**config.mk**
```make
export PLATFORM = sky130hd
export DESIGN_NAME = fmrf_front
export DESIGN_NICKNAME = d
export VERILOG_FILES = /design/src/sv/fmrf_pkg.sv /design/src/sv/fmrf_front.sv
export SDC_FILE = /design/constraint.sdc
export NUM_CORES = 1
export LEC_CHECK = 0
export BUFFER_PORTS_ARGS = -buffer_cell sky130_fd_sc_hd__buf_2
export CAP_MARGIN = 20
export CORE_UTILIZATION = 52
export DETAILED_ROUTE_END_ITERATION = 16
export HOLD_SLACK_MARGIN = 0.05
export PLACE_DENSITY = 0.79
export SLEW_MARGIN = 5
export SYNTH_ARGS = -nofsm -noshare
export SYNTH_HDL_FRONTEND = slang
export SYNTH_SLANG_ARGS = --single-unit
```
**constraint.sdc**
```tcl
create_clock -name i_clk -period 10.45 [get_ports i_clk]
set_input_delay 1.045 -clock i_clk [delete_from_list [all_inputs] [get_ports i_clk]]
set_output_delay 1.045 -clock i_clk [all_outputs]
set_load 0.05 [all_outputs]
```
**src/sv/fmrf_pkg.sv**
```systemverilog
// Shared types, opcodes and the rule match function for the rule filter.
`timescale 1ns / 1ps
`default_nettype none
package fmrf_pkg;

    localparam int RULE_DEPTH_DEF = 32;
    // Width that the count and index comparisons are widened to.
    localparam int CMP_W = 16;

    localparam logic [1:0] OP_CLASSIFY = 2'd0;
    localparam logic [1:0] OP_APPEND   = 2'd1;
    localparam logic [1:0] OP_REMOVE   = 2'd2;
    localparam logic [1:0] OP_CLEAR    = 2'd3;

    localparam logic [7:0] PROTO_TCP = 8'd6;
    localparam logic [7:0] PROTO_UDP = 8'd17;
    localparam logic [7:0] FLAG_SYN  = 8'h02;
    localparam logic [7:0] FLAG_ACK  = 8'h10;

    typedef struct packed {
        logic [1:0]  opcode;
        logic [31:0] src_addr;
        logic [31:0] src_mask;
        logic [15:0] src_port;
        logic [31:0] dst_addr;
        logic [31:0] dst_mask;
        logic [15:0] dst_port;
        logic [7:0]  protocol;
        logic        drop_rule;
        logic [7:0]  tcp_flags;
        logic [4:0]  rule_index;
    } t_in_word;

    typedef struct packed {
        logic       verdict;
        logic       status;
        logic [5:0] rule_total;
    } t_out_word;

    typedef struct packed {
        logic [31:0] src_addr;
        logic [31:0] src_mask;
        logic [31:0] dst_addr;
        logic [31:0] dst_mask;
        logic [15:0] src_port;
        logic [15:0] dst_port;
        logic [7:0]  protocol;
        logic        drop;
    } t_rule;

    localparam int RULE_W = $bits(t_rule);

    // Front to back handshake
    typedef struct packed {
        logic valid;
        logic take;
    } t_cmd_hs;

    // Returns {hit, drop} for one rule against one packet header.
    function automatic logic [1:0] rule_match(input t_rule r, input t_in_word p);
        logic ret;
        logic src_ok;
        logic dst_ok;
        logic port_ok;
        logic [31:0] dtest;
        logic [15:0] psp;
        logic [15:0] pdp;
        logic proto_ok;
        logic not_bare_syn;
        begin
            proto_ok = (r.protocol == 8'd0) || (r.protocol == p.protocol);
            src_ok = (r.src_addr == 32'd0) || ((p.src_addr & r.src_mask) == r.src_addr);
            not_bare_syn = ((p.tcp_flags & FLAG_SYN) == 8'd0) ||
                ((p.tcp_flags & (FLAG_SYN | FLAG_ACK)) == (FLAG_SYN | FLAG_ACK));
            ret = !src_ok && (p.protocol == PROTO_TCP) && not_bare_syn &&
                ((p.dst_addr & r.src_mask) == r.src_addr);
            dtest = ret ? p.src_addr : p.dst_addr;
            dst_ok = (r.dst_addr == 32'd0) || ((dtest & r.dst_mask) == r.dst_addr);
            psp = ret ? p.dst_port : p.src_port;
            pdp = ret ? p.src_port : p.dst_port;
            port_ok = 1'b1;
            if ((p.protocol == PROTO_TCP) || (p.protocol == PROTO_UDP)) begin
                port_ok = ((r.src_port == 16'd0) || (psp == r.src_port)) &&
                          ((r.dst_port == 16'd0) || (pdp == r.dst_port));
            end
            rule_match = {proto_ok && (src_ok || ret) && dst_ok && port_ok, r.drop};
        end
    endfunction

endpackage
`default_nettype wire

```
**src/sv/fmrf_front.sv**
```systemverilog
// Front end: two-word input queue that decouples the link from the rule engine.
`timescale 1ns / 1ps
`default_nettype none
module fmrf_front (
    input  wire logic              i_clk,
    input  wire logic              i_rst_n,
    input  wire logic              push,
    output logic                   full,
    input  wire fmrf_pkg::t_in_word i_in_word,
    input  wire logic              i_take,
    output fmrf_pkg::t_cmd_hs      o_hs,
    output fmrf_pkg::t_in_word     o_cmd
);

    fmrf_pkg::t_in_word r_q [2];
    logic       r_wp, r_rp;
    logic [1:0] r_cnt;
    logic       wr, rd;

    assign full  = (r_cnt == 2'd2);
    assign wr    = push && !full;
    assign rd    = i_take && (r_cnt != 2'd0);
    assign o_cmd = r_q[r_rp];
    assign o_hs.valid = (r_cnt != 2'd0);
    assign o_hs.take  = rd;

    // Queue storage
    always_ff @(posedge i_clk) begin
        if (wr) begin
            r_q[r_wp] <= i_in_word;
        end
    end

    // Pointers and fill level
    always_ff @(posedge i_clk) begin
        if (!i_rst_n) begin
            r_wp  <= 1'b0;
            r_rp  <= 1'b0;
            r_cnt <= 2'd0;
        end else begin
            if (wr) r_wp <= ~r_wp;
            if (rd) r_rp <= ~r_rp;
            r_cnt <= r_cnt + {1'b0, wr} - {1'b0, rd};
        end
    end

endmodule
`default_nettype wire

```
=== Yosys cells after proc, flatten, opt, wreduce, memory -nomap -nowiden ===
Memories as Yosys holds them, arrays and structs flattened. A register that Yosys moved wholly into a read port is not among the register bits.
Cells that the tools add are included.

* Input port bits: 188
* Memory bits (writable): 368
* Register bits after elaboration: 4
* Memories kept: 1
* Output and inout port bits: 187
* Logic and storage cells: 17

* Add/subtract/negate cells: 2
* Multiplexer cells: 4
* Equal/unequal tests: 1
* Bitwise gates (word level): 2
* Reductions and logical operators: 4

{| class="wikitable"
|+ Memories
! memory !! depth !! width !! read ports !! clocked after Yosys merged registers in !! write ports !! RTL line !! text
|-
| r_q || 2 || 184 || 1 || 1 || 1 || fmrf_front.sv:15 || <nowiki>fmrf_pkg::t_in_word r_q [2];</nowiki>
|}

{| class="wikitable"
|+ Operators by type and width
! cell !! count
|-
| 1-bit two-way mux || 4
|-
| 2-bit by 1-bit adder with 2-bit output || 1
|-
| 2-bit == test (second input constant) || 1
|-
| 1-bit logical AND || 2
|-
| 1-bit inverter || 2
|-
| 2-bit nonzero test || 1
|-
| 2-bit by 1-bit subtractor with 2-bit output || 1
|-
| 1-bit zero test || 1
|}

=== Depth between registers and ports, before layout ===
* Word-level depth: 5
* Gate-level depth with buffers: 8
* Depth with buffers taken out: 8

=== Worst setup path before layout ===
No wires, ideal clock.

* Path type: input port to flip-flop
* From: in push
* To: mem r_q[0][0] (netlist bit), enable pin
* Stages: 2
* Arrival time: 8.769 ns
* Path slack: 0.950 ns
* Buffers on the path: 0
* Path through: nand2_1 > nor2_1

* Longest elaborated chain between the ends: 3

{| class="wikitable"
|+ Ends and longest elaborated chain
! what !! RTL line !! text
|-
| start: declaration || fmrf_front.sv:7 || <nowiki>input wire logic push,</nowiki>
|-
| 1-bit logical AND || fmrf_front.sv:21 || <nowiki>assign wr = push && !full;</nowiki>
|-
| 1-bit two-way mux || fmrf_front.sv:29 || <nowiki>if (wr) begin</nowiki>
|-
| 1-bit two-way mux (not written as such) || fmrf_front.sv:30 || <nowiki>r_q[r_wp] <= i_in_word;</nowiki>
|-
| end: declaration || fmrf_front.sv:15 ||
|}

Every way passes these cells.

==> results.yml <==
min_path:
  hp-class: "reg2reg"
finish:
  final_common_cell: "buf_2"
  final_nets: 1187
  seq_area_um2: 11150
  drive_gt1_frac: 0.6010
  multi_input_area_um2: 2207
  fill_cells: 1693
  fin_area_um2: 16920
  mostFrequentLayoutCells: "buf_2, edfxtp_1, mux2_2"
  final_util: 0.6662
  area_growth_pct: 24.70
grt:
  grt_pass1_vias: 7270
  grt_usage: 0.1939
  grt_max_degree: 168
  grt_overflow: 0
  antenna_found_initial: 5
  grt_pass1_wl_mm: 38.62
routing:
  met1Wirelength_mm: 9.463
  drt_iter0_markers: 534
  top_layer: "met5"
  drt-vias-per-instance: 5.115
  routed_wirelength_mm: 26.82
  met2_length_mm: 13.89
  drcViolationCount: 0
  via_count: 6956
  first_pass_iters: 4
  wl_met3_mm: 2.749
  wl_per_cell_um: 19.72
  ant_nets: 0
clocking:
  clock_latency_ns: 0.51
  cts_setup_buffers: 0
  clockBufferDepth: 3
  cts_hold_buf: 0
  clk_pin_slew_ns: 0.06
  cts_tree: "done"
  clock_sinks: 373
  cts_buffers: 38
  h-tree-depth: 2
  clock-root-buffer: "clkbuf_16"
  post_cts_resized: 0
sta:
  fin_ws_ns: 6.642
  hold_viol: 0
  finalCriticalPeriod_ns: 3.808
  fin_skew_ns: 0.02285
  fin_crit_sh: 0.3644
  tightest_slew_ns: 1.052
  slew_violations: 0
  fmax_mhz: 262.6
  relSlewSlack: 0.2985
  rsz0062_at_grt: "false"
  tns_ns: 0
  setup_viol: 0
logic_synthesis:
  syn_nets: 789
  ys_ff_latch: 373
  synthCells: 599
  syn_avg_cell_area_um2: 22.65
  yosys_warnings: 0
  synth_seq_area_share: 0.8218
  syn_area_um2: 13570
  synth.distinct_cells: 18
worst_setup_path:
  critPathKind: "reg2out"
  path_max_fanout: 75
  arrival_ns: 2.76
  crit_path_cell_trace: "buf_4 > mux2_2 > buf_2"
  cp_slowest_cell: "buf_4"
  start_kind: "flip-flop"
  crit_path_end_kind: "output pin"
  crit_required_ns: 9.41
  max_stage_delay_ns: 0.82
power_and_ir_drop:
  ir_worst_vdd_uv: 228.6
  power_density_nw_per_um2: 283.6
  power_mw: 4.799
  p_leak_nw: 6.330
floorplanning:
  die_h_um: 163.5
  core_um2: 25400
  start_util: 0.5342
  dieArea_um2: 26750
  ios: 375
  die_w_um: 163.5
  rows: 58
placement:
  pre_cts_ws_ns: 7.172
  place_congestion: 0.7823
  dpl_cell_area_um2: 15710
  hpwl_mm: 17.68
  io_buffers: 374
outcome:
  status: "completed"
flow_run:
  cap_violations: 0
==> registers in the layout (all words and copies together) (netlist names), named ones only <==
signal and cells:
r_q 368, r_rp 1, r_wp 1, r_cnt 2
==> Yosys cell counts, drive strengths merged <==
cell type,n,area (um^2)
nand2b,2,12.51
or2,1,6.260
dfxtp,5,100.1
nor2,4,15.01
nand2,2,7.510
buf,21,212.7
edfxtp,368,11050
mux2,184,2072
ha,2,25.02
xnor2,2,17.52
and2,1,6.260
o21a,1,7.510
and3,1,6.260
inv,3,11.26
mux2i,1,10.01
xor2,1,8.760
==> final timing paths <==
check                                from     endpoint  cells past startpoint  slack, ns
worst max-delay path            flip-flop   o_cmd[118]                      3       6.64
worst min-delay path                 r_rp         r_rp                      2       0.52
worst max register to register   r_cnt[0]  r_q[0][106]                      4       8.06
worst min register to register       r_rp         r_rp                      2       0.52
==> critical path: cells and delay by family, from the launching register on <==
family   cells  cell delay (ns)
flops        1             0.69
mux          1             0.44
buf+inv      2             1.04
==> final cells by class <==
type / count / area share
clock inverters: 25 / 0.01242
inverters: 3 / 0.0006655
well taps: 330 / 0.02440
clock buffers: 43 / 0.05856
multi-input cells: 202 / 0.1304
repair buffers: 379 / 0.1136
flip-flops and latches: 373 / 0.6592
diodes: 5 / 0.0007394
==> cell families after synthesis <==
kind of cell | synth area share
adder cells (fa/ha/maj) | 0.001844
buffers and inverters | 0.01650
multiplexers | 0.1534
flip-flops | 0.8218
AO/OA/AOI/OAI | 0.0005535
AND/OR/NAND/NOR | 0.003966
XOR/XNOR | 0.001937
==> stage by stage <==
| step | hold WS [ns] | instances |
|---|---|---|
| finish | 0.5159 | 1360 |
| global route | 0.5619 | 1355 |
| CTS | 0.5218 | 1355 |
| detailed placement | 0.4961 | 1287 |
| global placement | 0.4981 | 1287 |
| floorplan | 0.4549 | 599 |
==> layer usage <==
metal  vias to the layer above  global-route usage
li1                       3189                   -
met1                      3404              0.2119
met2                       302              0.3442
met3                        55             0.07186
met4                         6             0.06776
met5                         -                   0
==> power by group <==
group	internal (mW)	switching, mW
logic	0.412	1.15
registers	1.88	0.0630
clock network	0.776	0.511
Power figures use the tool's default switching activity.
